<file path="config.mk">
export PLATFORM = sky130hd
export DESIGN_NAME = oaie_cell
export DESIGN_NICKNAME = d
export VERILOG_FILES = /design/src/rtl/core/ordered_array_insert_erase_core_macros.svh /design/src/rtl/core/oaie_pkg.sv /design/src/rtl/core/oaie_cell.sv
export SDC_FILE = /design/constraint.sdc
export NUM_CORES = 1
export LEC_CHECK = 0
export BUFFER_PORTS_ARGS = -buffer_cell sky130_fd_sc_hd__buf_2
export CAP_MARGIN = 20
export CORE_UTILIZATION = 40
export CTS_BUF_LIST = sky130_fd_sc_hd__clkbuf_2 sky130_fd_sc_hd__clkbuf_4 sky130_fd_sc_hd__clkbuf_8
export CTS_CLUSTER_DIAMETER = 40
export CTS_CLUSTER_SIZE = 40
export DETAILED_ROUTE_END_ITERATION = 6
export PLACE_DENSITY = 0.92
export SLEW_MARGIN = 20
export SYNTH_ARGS = -nofsm -noshare
export SYNTH_HDL_FRONTEND = slang
export SYNTH_SLANG_ARGS = --single-unit
</file>
<file path="constraint.sdc">
create_clock -name clk -period 6.02 [get_ports clk]
set_input_delay 0.602 -clock clk [delete_from_list [all_inputs] [get_ports clk]]
set_output_delay 0.602 -clock clk [all_outputs]
set_load 0.005 [all_outputs]
</file>
<file path="src/rtl/core/ordered_array_insert_erase_core_macros.svh">
// ----------------------------------------------------------------------------
// Assertion macros for the ordered array core
// Short forms for clocked checks on clk, disabled while arst_n is low.
// ----------------------------------------------------------------------------
`ifndef ORDERED_ARRAY_INSERT_ERASE_CORE_MACROS_SVH
`define ORDERED_ARRAY_INSERT_ERASE_CORE_MACROS_SVH

// Same-cycle implication.
`define OAIE_ASSERT_SAME(lbl, ante, cons) \
	lbl: assert property (@(posedge clk) disable iff (!arst_n) (ante) |-> (cons)) \
		else $error("oaie assertion failed");

// Next-cycle implication.
`define OAIE_ASSERT_NEXT(lbl, ante, cons) \
	lbl: assert property (@(posedge clk) disable iff (!arst_n) (ante) |=> (cons)) \
		else $error("oaie assertion failed");

`endif

</file>
<file path="src/rtl/core/oaie_pkg.sv">
// ----------------------------------------------------------------------------
// oaie_pkg
// Command and status codes, cell control struct and default sizes.
// ----------------------------------------------------------------------------
package oaie_pkg;

	localparam int CAPACITY_DEF   = 64;
	localparam int WORD_WIDTH_DEF = 32;

	typedef enum logic [2:0] {
		CMD_READ        = 3'd0,
		CMD_APPEND      = 3'd1,
		CMD_REMOVE_LAST = 3'd2,
		CMD_INSERT      = 3'd3,
		CMD_ERASE       = 3'd4
	} cmd_t;

	typedef enum logic [1:0] {
		ST_OK    = 2'd0,
		ST_RANGE = 2'd1,
		ST_EMPTY = 2'd2,
		ST_FULL  = 2'd3
	} status_t;

	// Per-transaction control broadcast to every cell.
	typedef struct packed {
		logic rd;
		logic append;
		logic insert;
		logic erase;
	} cell_op_t;

endpackage

</file>
<file path="src/rtl/core/oaie_cell.sv">
// ----------------------------------------------------------------------------
// oaie_cell
// One storage slot of the list: holds, loads, or takes a neighbor's word.
// ----------------------------------------------------------------------------
module oaie_cell #(
	parameter int IDX        = 0,
	parameter int WORD_WIDTH = 32,
	parameter int CNT_WIDTH  = 7
) (
	input  logic                    clk,
	input  oaie_pkg::cell_op_t      op,
	input  logic [CNT_WIDTH-1:0]    position,
	input  logic [CNT_WIDTH-1:0]    count,
	input  logic [WORD_WIDTH-1:0]   word_in,
	input  logic [WORD_WIDTH-1:0]   left_word,
	input  logic [WORD_WIDTH-1:0]   right_word,
	output logic [WORD_WIDTH-1:0]   word,
	output logic [WORD_WIDTH-1:0]   rd_word
);
	import oaie_pkg::*;

	localparam logic [CNT_WIDTH-1:0] MyIdx = CNT_WIDTH'(IDX);

	logic [WORD_WIDTH-1:0] word_q;
	logic at_pos;
	logic above_pos;

	assign at_pos    = (position == MyIdx);
	assign above_pos = (MyIdx > position);

	// Op bits are one-hot; with none set the cell holds.
	always_ff @(posedge clk) begin
		if (op.append && (count == MyIdx)) begin
			word_q <= word_in;
		end else if (op.insert && at_pos) begin
			word_q <= word_in;
		end else if (op.insert && above_pos) begin
			word_q <= left_word;
		end else if (op.erase && (at_pos || above_pos)) begin
			word_q <= right_word;
		end
	end

	assign word    = word_q;
	assign rd_word = (op.rd && at_pos) ? word_q : '0;

endmodule

</file>
; After elaboration in Yosys (flattened, before gate mapping)
; Cells that the tools add are included.
; W data, S select, Z words.
[op_classes]
n_addsub = 0
magnitude_cmp = 1
bitwise_logic = 0
reduce_logical = 9
n_mux = 5
mul = 0
div = 0
eq_ne = 0
shifts = 0
[ops]
columns = cell, n
row1 = $mux W32, 5
row2 = $logic_not A7 Y1, 2
row3 = $gt A1 B7 Y1 const A, 1
row4 = $logic_and A1 B1 Y1, 5
row5 = $reduce_bool A4 Y1, 1
row6 = $logic_or A1 B1 Y1, 1
[totals]
wordCells = 16
latchBits = 0
out_inout_bits = 64
inputBits = 115
memories = 0
regBits = 32
romBits = 0
ramBits = 0

; Depth between registers and ports, before layout
[logic_depth]
ltp_word = 7
ltp_mapped = 6
depth_no_buf = 4

; Worst setup path after synthesis
; Ideal clock, no wire load.
[synth_path]
kind = input port to flip-flop
from = in position[3]
to = reg word_q[0], in the netlist word[0] (enable)
cell_stages = 6
required_ns = 5.632
arrival_ns = 2.526
path_slack_ns = 3.106
n_path_buf = 2
setup_ns = 0.388
cell_sequence = or4_4 > nor4_4 > a22o_1 > buf_6 > buf_12 > a21o_1
[synth_between]
elab_chain_len = 4
word_cells_on_any_way = 7
cone_classes = 1 x order compare / 6 x reduce/logical
[synth_rtl]
columns = item, line
row1 = start: declaration, oaie_cell.sv:12  ; input logic [CNT_WIDTH-1:0] position,
row2 = $gt A1 B7 Y1 / $logic_not A7 Y1 (equally long branches), "oaie_cell.sv:29, oaie_cell.sv:28"
row3 = $logic_or A1 B1 Y1, oaie_cell.sv:39  ; end else if (op.erase && (at_pos || above_pos)) begin
row4 = $logic_and A1 B1 Y1, oaie_cell.sv:39
row5 = $reduce_bool A4 Y1 (no line) (*), --
row6 = end signal: assignment, oaie_cell.sv:34  ; word_q <= word_in;
row7 = end signal: assignment, oaie_cell.sv:38  ; word_q <= left_word;
row8 = end signal: assignment, oaie_cell.sv:40  ; word_q <= right_word;
row9 = end: declaration, oaie_cell.sv:24  ; logic [WORD_WIDTH-1:0] word_q;
; Mark *: on every way between the ends. The rest lies on a longest branch, timed or not.
; A chain may end at the register's enable or synchronous reset.

; Worst setup path after layout
[layout_path]
from = in position[3]
to = reg word_q[9], in the netlist word[9] (enable)
; The elaborated chain is that of the path after synthesis.

==> qor.csv <==
stage,metric,value,unit
sta,min_period,3210,ps
yosys,yosysWarnings,0,
sta,setup_violations,0,
power_and_ir_drop,p_comb_share,12.3,%
cts,ctsLongestPathBuffers,2,
power_and_ir_drop,p_switching,83.8,uW
cts,clkSinkCount,32,
sta,final.setup.worst_slack,2810,ps
worst_hold_path,whs_path_depth,2,
sta,tns,0,ps
detailed_routing,firstDrtPassIters,4,
detailed_routing,drtIter0Drc,61,
cells_and_area,post_route_cells_drive_above_1_share,75.4,%
floorplanning,io_pins,179,
job,cap_violations,0,
cts,root_buffer,clkbuf_8,
worst_setup_path,crit_slowest_cell,a21o_2,
cts,cts_hold_buf,0,
power_and_ir_drop,seqPwrFrac,56.4,%
floorplanning,die_w,68.9,microns
worst_setup_path,crit_top_cell,buf_4,
worst_setup_path,cp.required,6000,ps
global_route,use_met2,37.4,%
sta,timing.final.crit_share,53.2,%
placement,post-dp-hpwl,3.69,mm
worst_setup_path,crit_arrival,3190,ps
global_route,busiest_layer,met2,
cts,htree_levels,2,
sta,rsz0062_at_grt,no,
run_status,status,completed,
detailed_routing,antenna_left,0,
power_and_ir_drop,p_sw_share,18.9,%
sta,drv_slew,0,
global_route,use_met3,3.62,%
yosys,yosysSeqAreaShare,53.6,%
worst_setup_path,slowest_delay,570,ps
floorplanning,core,4140,sq um
worst_setup_path,crit_fanout,34,
cells_and_area,nets,373,
power_and_ir_drop,clkPwrFrac,31.4,%
cts,cts_made_buffers,5,
cts,cts_setup_buffers,0,
cells_and_area,multi_input_area,739,sq um
detailed_routing,routedWlPerCell,15.1,microns
global_route,grt_usage,19.3,%
yosys,synthCells,112,
worst_setup_path,crit_chain,"buf_2, or4_4, nor4_4, buf_4, a22o_2, buf_4, a21o_2, buf_4",
placement,portBuffers,146,
sta,slew_headroom,59.8,%
power_and_ir_drop,power_density,171,nW/um^2
floorplanning,die_h,68.9,microns
worst_setup_path,critical_path.startpoint,position[3],
global_route,gr-usage-met1,19.3,%
global_route,grt_overflow_total,0,
placement,place_ws,2190,ps
cts,clk_pin_slew,60,ps
cells_and_area,largest_register_ffs,32,
cells_and_area,seq_area,961,sq um
cells_and_area,fill_cells,317,
cells_and_area,stdcell_count,306,
cells_and_area,area_growth,44.3,%
cts,cts_tree,built,
global_route,grt_pass1_wl,6.33,mm
global_route,grt_max_degree,35,
yosys,synth_seq_cells,32,
detailed_routing,drt-vias-per-instance,4.95,
worst_setup_path,critPathKind,input port to flop,
detailed_routing,route.vias.total,1516,
yosys,syn_area,1790,sq um
detailed_routing,drt_wl_total,4.63,mm
floorplanning,die-area,4750,sq um
yosys,synth_largest_area_cell,edfxtp_1,
floorplanning,start_util,43.2,%
worst_hold_path,hold_path_end,word[16],
worst_setup_path,cp-end-kind,flop,
yosys,avgSynthCellArea,16.0,sq um
power_and_ir_drop,ir_worst_vdd,0.113,mV
floorplanning,rows,23,
yosys,synthDominantCellAreaShare,53.6,%
worst_hold_path,hold_path.class,input port to flop,
placement,place_congestion,0.770,
detailed_routing,route.detailed.drc,0,
cells_and_area,n_antenna_cell,0,
global_route,antenna_found_initial,0,
sta,clock.fmax,312,MHz
worst_setup_path,worst_setup_path_start_kind,input port,
yosys,synth_top_cells_by_area,"edfxtp_1, mux2_4, and3_1",
yosys,syn_nets,227,
yosys,ys_types,14,
sta,worst_slew_pin_slew,602,ps
placement,placedCellCount,301,
power_and_ir_drop,leakage,0.00139,uW
worst_hold_path,min-delay-start,right_word[16],
global_route,grt_pass1_vias,1365,
power_and_ir_drop,p_int,358,uW
power_and_ir_drop,finalPower,442,uW
cts,post_cts_resized,0,
sta,hold_viol,0,
-- through the flow --
| step | util (%) | cell area [sq um] | hold WS, ps |
|---|---|---|---|
| 2_1_floorplan | - | 1790 | 819 |
| 3_3_place_gp | 60.7 | 2510 | 903 |
| 3_5_place_dp | 60.7 | 2510 | 905 |
| 4_1_cts | 62.3 | 2580 | 621 |
| 5_1_grt | 62.4 | 2580 | 621 |
| 6_report | 62.4 | 2580 | 628 |
-- final cells by class --
cell class                 count  share of cell area [%]
timing repair buffer         149                    29.1
clock buffer                   5                    2.66
tap                           50                    2.42
multi-input combinational     70                    28.6
sequential                    32                    37.2
-- critical path, delay by kind of cell --
| family | cells | cell delay, ps |
|---|---|---|
| compound gates | 2 | 760 |
| simple gates | 2 | 670 |
| buf+inv | 4 | 1160 |
-- metal layers --
metal	share of wire [%]	routed length [microns]
met1	37	1730
met2	53	2450
met3	8.2	378
met4	1.7	80
met5	0	0
-- worst max path at each step --
stage               to  slack, ps  cells past startpoint
2_1_floorplan  word[0]       3110                      6
3_3_place_gp   word[9]       2220                      8
3_5_place_dp   word[3]       2190                      8
4_1_cts        word[9]       2480                      8
5_1_grt        word[9]       2630                      8
6_report       word[9]       2810                      8
-- Yosys cell counts --
| master | number |
|---|---|
| edfxtp_1 | 32 |
| and3_1 | 29 |
| mux2_4 | 29 |
| clkbuf_1 | 6 |
| and3_2 | 3 |
| buf_12 | 3 |
| mux2_2 | 3 |
| a21o_1 | 1 |
| a22o_1 | 1 |
| buf_6 | 1 |
| nor4_1 | 1 |
| nor4_4 | 1 |
| nor4b_1 | 1 |
| or4_4 | 1 |
-- layout by cell type (no fill, tap or decap), drive strengths merged --
cell type,count
buf,149
edfxtp,32
mux2,32
and3,32
clkbuf,5
nor4,2
nor4b,1
or4,1
a22o,1
a21o,1
-- cell families after synthesis --
logic type             after synthesis  share of synthesized area (%)
AND/OR/NAND/NOR                     36                           14.0
multiplexers                        32                           26.2
flip-flops                          32                           53.6
buffers and inverters               10                           5.24
AO/OA/AOI/OAI                        2                          0.908
-- power groups by stage --
stage	logic [uW]	registers, uW	clock network [uW]
floorplan	21.6	254	0
global placement	51.6	254	0
detailed placement	54.6	254	0
CTS	54.7	249	143
global route	58.8	249	152
finish	54.2	249	139
(Power assumes the default switching activity.)
