[config.mk]
export PLATFORM = sky130hd
export DESIGN_NAME = oaie_ctrl
export DESIGN_NICKNAME = d
export VERILOG_FILES = /design/src/rtl/core/ordered_array_insert_erase_core_macros.svh /design/src/rtl/core/oaie_pkg.sv /design/src/rtl/core/oaie_ctrl.sv
export SDC_FILE = /design/constraint.sdc
export NUM_CORES = 1
export LEC_CHECK = 0
export BUFFER_PORTS_ARGS = -buffer_cell sky130_fd_sc_hd__buf_2
export CAP_MARGIN = 20
export CELL_PAD_IN_SITES_DETAIL_PLACEMENT = 0
export CELL_PAD_IN_SITES_GLOBAL_PLACEMENT = 1
export CORE_UTILIZATION = 40
export CTS_BUF_LIST = sky130_fd_sc_hd__clkbuf_4 sky130_fd_sc_hd__clkbuf_8
export DETAILED_ROUTE_END_ITERATION = 8
export GPL_TIMING_DRIVEN = 0
export PLACE_DENSITY_LB_ADDON = 0.3
export SLEW_MARGIN = 30
export SYNTH_ARGS = -nofsm -noshare
export SYNTH_HDL_FRONTEND = slang
export SYNTH_SLANG_ARGS = --single-unit
[constraint.sdc]
create_clock -name clk -period 5.7 [get_ports clk]
set_input_delay 1.14 -clock clk [delete_from_list [all_inputs] [get_ports clk]]
set_output_delay 1.14 -clock clk [all_outputs]
set_load 0.005 [all_outputs]
[src/rtl/core/ordered_array_insert_erase_core_macros.svh]
// ----------------------------------------------------------------------------
// Assertion macros for the ordered array core
// Short forms for clocked checks on clk, disabled while arst_n is low.
// ----------------------------------------------------------------------------
`ifndef ORDERED_ARRAY_INSERT_ERASE_CORE_MACROS_SVH
`define ORDERED_ARRAY_INSERT_ERASE_CORE_MACROS_SVH

// Same-cycle implication.
`define OAIE_ASSERT_SAME(lbl, ante, cons) \
	lbl: assert property (@(posedge clk) disable iff (!arst_n) (ante) |-> (cons)) \
		else $error("oaie assertion failed");

// Next-cycle implication.
`define OAIE_ASSERT_NEXT(lbl, ante, cons) \
	lbl: assert property (@(posedge clk) disable iff (!arst_n) (ante) |=> (cons)) \
		else $error("oaie assertion failed");

`endif

[src/rtl/core/oaie_pkg.sv]
// ----------------------------------------------------------------------------
// oaie_pkg
// Command and status codes, cell control struct and default sizes.
// ----------------------------------------------------------------------------
package oaie_pkg;

	localparam int CAPACITY_DEF   = 64;
	localparam int WORD_WIDTH_DEF = 32;

	typedef enum logic [2:0] {
		CMD_READ        = 3'd0,
		CMD_APPEND      = 3'd1,
		CMD_REMOVE_LAST = 3'd2,
		CMD_INSERT      = 3'd3,
		CMD_ERASE       = 3'd4
	} cmd_t;

	typedef enum logic [1:0] {
		ST_OK    = 2'd0,
		ST_RANGE = 2'd1,
		ST_EMPTY = 2'd2,
		ST_FULL  = 2'd3
	} status_t;

	// Per-transaction control broadcast to every cell.
	typedef struct packed {
		logic rd;
		logic append;
		logic insert;
		logic erase;
	} cell_op_t;

endpackage

[src/rtl/core/oaie_ctrl.sv]
// ----------------------------------------------------------------------------
// oaie_ctrl
// Command decode, range checks and the entry count register.
// ----------------------------------------------------------------------------
module oaie_ctrl #(
	parameter int CAPACITY  = 64,
	parameter int CNT_WIDTH = 7
) (
	input  logic                  clk,
	input  logic                  arst_n,
	input  logic                  accept,
	input  logic [2:0]            command,
	input  logic [CNT_WIDTH-1:0]  position,
	output oaie_pkg::cell_op_t    op,
	output oaie_pkg::status_t     status,
	output logic [CNT_WIDTH-1:0]  count,
	output logic [CNT_WIDTH-1:0]  count_next
);
	import oaie_pkg::*;

	localparam logic [CNT_WIDTH-1:0] Cap = CNT_WIDTH'(CAPACITY);

	logic [CNT_WIDTH-1:0] count_q;
	logic                 full;
	logic                 empty;
	cell_op_t             op_raw;

	assign full  = (count_q == Cap);
	assign empty = (count_q == '0);

	always_comb begin
		op_raw     = '0;
		status     = ST_OK;
		count_next = count_q;
		unique case (cmd_t'(command))
			CMD_READ: begin
				if (position >= count_q) status = ST_RANGE;
				else op_raw.rd = 1'b1;
			end
			CMD_APPEND: begin
				if (full) begin
					status = ST_FULL;
				end else begin
					op_raw.append = 1'b1;
					count_next    = count_q + 1'b1;
				end
			end
			CMD_REMOVE_LAST: begin
				if (empty) status = ST_EMPTY;
				else count_next = count_q - 1'b1;
			end
			CMD_INSERT: begin
				if (position > count_q) begin
					status = ST_RANGE;
				end else if (full) begin
					status = ST_FULL;
				end else begin
					op_raw.insert = 1'b1;
					count_next    = count_q + 1'b1;
				end
			end
			CMD_ERASE: begin
				if (position >= count_q) begin
					status = ST_RANGE;
				end else begin
					op_raw.erase = 1'b1;
					count_next   = count_q - 1'b1;
				end
			end
			default: begin
			end
		endcase
	end

	assign op    = accept ? op_raw : '0;
	assign count = count_q;

	always_ff @(posedge clk or negedge arst_n) begin
		if (!arst_n) begin
			count_q <= '0;
		end else if (accept) begin
			count_q <= count_next;
		end
	end

endmodule

# Yosys cells after proc, flatten, opt, wreduce, memory -nomap -nowiden
# Cells that the tools add are included.
[word_totals]
reg_bits = 7
input_bits = 13
out_inout_bits = 20
wordCells = 31
[op_classes]
addsub = 2
n_lt_le_gt_ge = 2
n_eq_ne = 5
muxes = 18
reduce_logical = 3
[op_table]
columns = ["op", "count"]
rows = [
  ["$mux 7", 4],
  ["$pmux 7 s4", 1],
  ["$mux 1", 8],
  ["$pmux 2 s4", 1],
  ["$add 7x1->7 const B", 1],
  ["$eq 7x7->1 const B", 1],
  ["$ge 7x7->1", 1],
  ["$gt 7x7->1", 1],
  ["$logic_not 7->1", 1],
  ["$sub 7x1->7 const B", 1],
  ["$eq 3x2->1 const B", 2],
  ["$mux 2", 3],
  ["$mux 4", 1],
  ["$eq 3x1->1 const B", 1],
  ["$eq 3x3->1 const B", 1],
  ["$logic_not 3->1", 1],
  ["$reduce_or 2->1", 1],
]

# Longest topological paths before layout
[depth]
word_depth = 5
depth_mapped = 9
ltp_nobuf = 8

# Least setup slack after synthesis
# No wires, ideal clock.
[synth_path]
kind = "input -> output"
from = "input position[0]"
to = "output count_next[3]"
arrival_ns = 2.609
t_required_ns = 4.560
slack_ns = 1.951
stages = 8
path_buffers = 0
cell_sequence = "inv_1 ha_1 nand2b_4 a211o_1 a21oi_2 o21ai_1 a221oi_1 a21oi_1"
[synth_between]
elab_chain_cells = 3
elab_cells_between_ends = 5
cone_classes = "order compare (2); mux (3)"
[synth_rtl]
columns = ["element", "line", "text"]
rows = [
  ["start: declaration", "oaie_ctrl.sv:13", "input logic [CNT_WIDTH-1:0] position,"],
  ["$ge 7x7->1 or $gt 7x7->1 (tied branches)", "oaie_ctrl.sv:63, oaie_ctrl.sv:53", ""],
  ["$mux 7, on equally long branches", "oaie_ctrl.sv:63, oaie_ctrl.sv:53", ""],
  ["$pmux 7 s4 *", "oaie_ctrl.sv:35", "unique case (cmd_t'(command))"],
  ["end: declaration", "oaie_ctrl.sv:17", "output logic [CNT_WIDTH-1:0] count_next"],
]
# Every way passes the cells marked *; elsewhere a longest branch is shown, timed or not.

# Worst setup path after layout
[layout_path]
from = "input position[4]"
to = "output count_next[3]"
# The elaborated chain is that of the path after synthesis.

==> results.md <==
- The leakage component of the power is 0.577 nW.
- The worst hold path begins at count[1].
- The flow ran to the end, and the final reports show no timing, DRC or antenna violations.
- The portion of the clock cycle consumed by the worst path in the final layout is about three quarters.
- For this run, asynchronously set or reset flops after synthesis account for 100%.
- The average cell area after synthesis is 7.74 um^2.
- The clock slew at the register clock pins of the worst setup and hold paths is 70 ps.
- Registers take 175 um^2.
- The clock passes through at most 2 buffers.
- Internal power comes to 0.000260 W.
- Summing internal, switching and leakage power gives 0.000531 W.
- The portion of synthesized cell area occupied by the leading cell type is 16.5%.
- The tightest min-delay check is of the reg2reg type.
- The number of buffers added to fix hold violations after cts is 0.
- The overall die width is 53.5 um.
- The library cells used most frequently in the layout, excluding fill and tap cells, are 31 x buf_2, 12 x nand2_1, 11 x inv_1, 11 x nor2_1, 10 x o21ai_0.
- The relative contribution of the clock network to total power is 10.4%.
- The core region is 0.00250 mm^2.
- In the final routed layout, each cell accounts on average for 15.2 um.
- The beginning of the critical path is position[4].
- The floorplan has 18 rows.
- In this run, flip-flops and latches consume roughly 22% of the power.
- The via count is 1171.
- The via count of the first global-routing pass came to 1151.
- The critical path in this run is classified as in2out.
- Pin placement for this block handled 33 I/O pins.
- At the placement stage, the worst setup path has a slack of 1430 ps.
- The worst setup path is launched from a primary input.
- The post-route minimum period is between 4000 and 5000 ps.
- The flip-flop count of the largest register, all copies and words added is 7.
- The flop and latch count out of synthesis is 7.
- The ratio of routed vias to standard cells is 5.80.
- The max-slew violation count came to 0.
- The worst ir drop on vdd is between 0.2 and 0.25 mV.
- For this design the ratio of total power to cell area is 414 mW/mm^2.
- The final weighted congestion of routability-driven global placement is 0.823.
- The final number of setup-violating endpoints is 0.
- For the worst setup path, the data required time is 4560 ps.
- The switching power share of the total is about half.
- The summed negative setup slack over all endpoints is 0 ps.
- Setup repair after global routing left no endpoint under its margin.
- The relative slew slack is 66.6%.
- For this design the total switching power over the nets is 0.000271 W.
- Of the cells placed in the final design, the portion with a size suffix greater than 1 is 30.8%.
- Summing all multi-input logic gate instances after layout gives 828 um^2.
- Detailed placement ended at an HPWL of 2470 um.
- The reported max-cap violation count is 0.
- Clock tree synthesis inserted a total of 3 buffers.
- The transition time at the pin with the least slew margin is just under 500 ps.
- CTS placed an instance of clkbuf_4 at the clock tree root.
- The sequential fraction of the synthesis area is 16.5%.
- Counting every sink on the clock net gives 7.
- The total placed instance area is about 0.0013 mm^2.
- In this run the vertical extent of the chip is 53.5 um.
- The final wirelength is 3080 um.
- The repair_antennas step left the layout with diodes totalling 0.
- The most used flip-flop cell after synthesis is dfrtp_1.
- The combinational fraction of design power is 67.4%.
- In the post-synthesis netlist, the biggest area contributors are dfrtp_1 17%, ha_1 11%, o21ai_0 4.7%, nand2_1 4.3%, xnor2_1 4.1%.
- The final standard cell area without fillers is roughly 0.0013 mm^2.
- Synthesis produced a netlist with a net count of approximately 160.
- The synthesized netlist occupies a cell area of 0.00106 mm^2.
- The post-detailed-route count of antenna-violating nets is 0.
- The number of iterations in the first detailed-routing pass is 4.
- The post-cts repair resize count is 0.
- The achievable frequency is 0.232 GHz.
- Once routing completed, OpenROAD measured the worst setup slack at 1390 ps.
- The largest net degree at the start of global routing is 11.
- The critical register-to-register path startpoint is count[6].
- The number of distinct library cell variants in the gate-level netlist after synthesis is 45.
- Fill cells in the final layout number approximately 260.
- The category of the worst setup path capture point is an output port.
- dfrtp_1 takes more of the synthesized area than any other cell.
- The first global-routing pass estimated 5180 um of wire.
- The count of routing violations after the opening detailed-route iteration is 11.
- The most common cell after layout, fill and taps aside is buf_2.
- The die covers 0.00286 mm^2.
- The maximum fanout along the worst path is 5.
- The number of antenna violations at the first check in global routing is 0.
- CTS built an H-tree with a depth of 1.
- After clock tree synthesis, the setup repair step added 0 buffers.
- The total overflow reported by the global router is 0.
- The post-synthesis cell count is approximately 140.
- STA puts the critical path data arrival time at around 3200 ps.
- The number of warnings printed during yosys synthesis is 0.
- The total number of nets in the final design is about 200.
- In the routed design, unresolved DRC markers number 0.
- The number of enable-type register cells in the synthesized netlist is 0.
- TritonCTS built the clock tree.
- The number of hold violations in the final report is 0.
- The clock latency of the later-clocked register in the worst-skew pair is 270 ps.
- The number of port buffers is 31.
- Between clock sinks in the finished design, the worst skew comes to 14.7 ps.
- The aggregate global-route resource usage is 25.5%.
- The initial core utilization is 42.4%.
- Relative to the synthesized area, the layout overhead comes to 21.0%.
[cell type report]
cell class / count / area share [%]
inverter: 11 / 3.22
sequential: 7 / 13.7
timing repair buffer: 31 / 12.1
tap: 30 / 2.93
multi-input combinational: 116 / 64.6
buffer: 3 / 1.17
clock buffer: 4 / 2.34
[worst paths after layout]
path                            endpoint  slack [ps]  depth (start not counted)
min reg2reg                     count[1]         630                          2
min                             count[1]         630                          2
max in group asynchronous       count[3]        4810                          1
max                        count_next[3]        1390                          9
max reg2reg                     count[4]        2960                          9
min in group asynchronous       count[6]         700                          1
[logic make-up (layout without fill, tap and decap cells)]
kind of cell	after synthesis	after routing	share of synthesized area [%]
xor gates and xnor gates	5	5	4.13
and+or+nand+nor	53	53	28.5
buffers and inverters	14	49	5.31
AOI/OAI and AO/OA	49	49	34.9
DFF	7	7	16.5
adders and majority gates	9	9	10.6
[power groups by stage]
| stage | Sequential, W | Combinational [W] | Clock [W] |
|---|---|---|---|
| after floorplan | 0.000111 | 0.000247 | 0 |
| after global placement | 0.000117 | 0.000344 | 0 |
| after detailed placement | 0.000117 | 0.000355 | 0 |
| after CTS | 0.000116 | 0.000357 | 0.0000555 |
| after global routing | 0.000122 | 0.000407 | 0.0000564 |
| final | 0.000118 | 0.000358 | 0.0000555 |
[per-stage QoR]
stage,instances,utilization [%],hold WS (ps)
detailed placement,198,50.1,615
global route,202,51.3,682
floorplan,137,-,588
finish,202,51.3,629
CTS,202,51.3,631
global placement,198,50.1,618
[synthesized netlist by cell type, drive strengths merged, types with 2 or more instances]
master	n
nand2b	2
o21ai	11
nor3	8
nor2	11
ha	9
a21oi	12
dfrtp	7
and2	2
o211ai	2
o21bai	3
nand3b	2
inv	11
nand2	13
clkbuf	2
a221oi	4
xnor2	5
nor3b	2
o22a	2
nand3	8
[layer usage]
metal	GRT usage [%]	part of all wire (%)
met1	34.4	49
met2	40.4	48
met3	2.30	2.9
met4	11.4	0.75
met5	0	0
[worst max-delay path: stages]
cell	delay [ps]
buf_2	110
ha_1	320
a21oi_1	230
o21ai_0	180
o21bai_1	400
o21ai_1	280
a221oi_1	270
a21oi_1	100
buf_2	140
No activity file was read; power rests on OpenSTA's default activity.
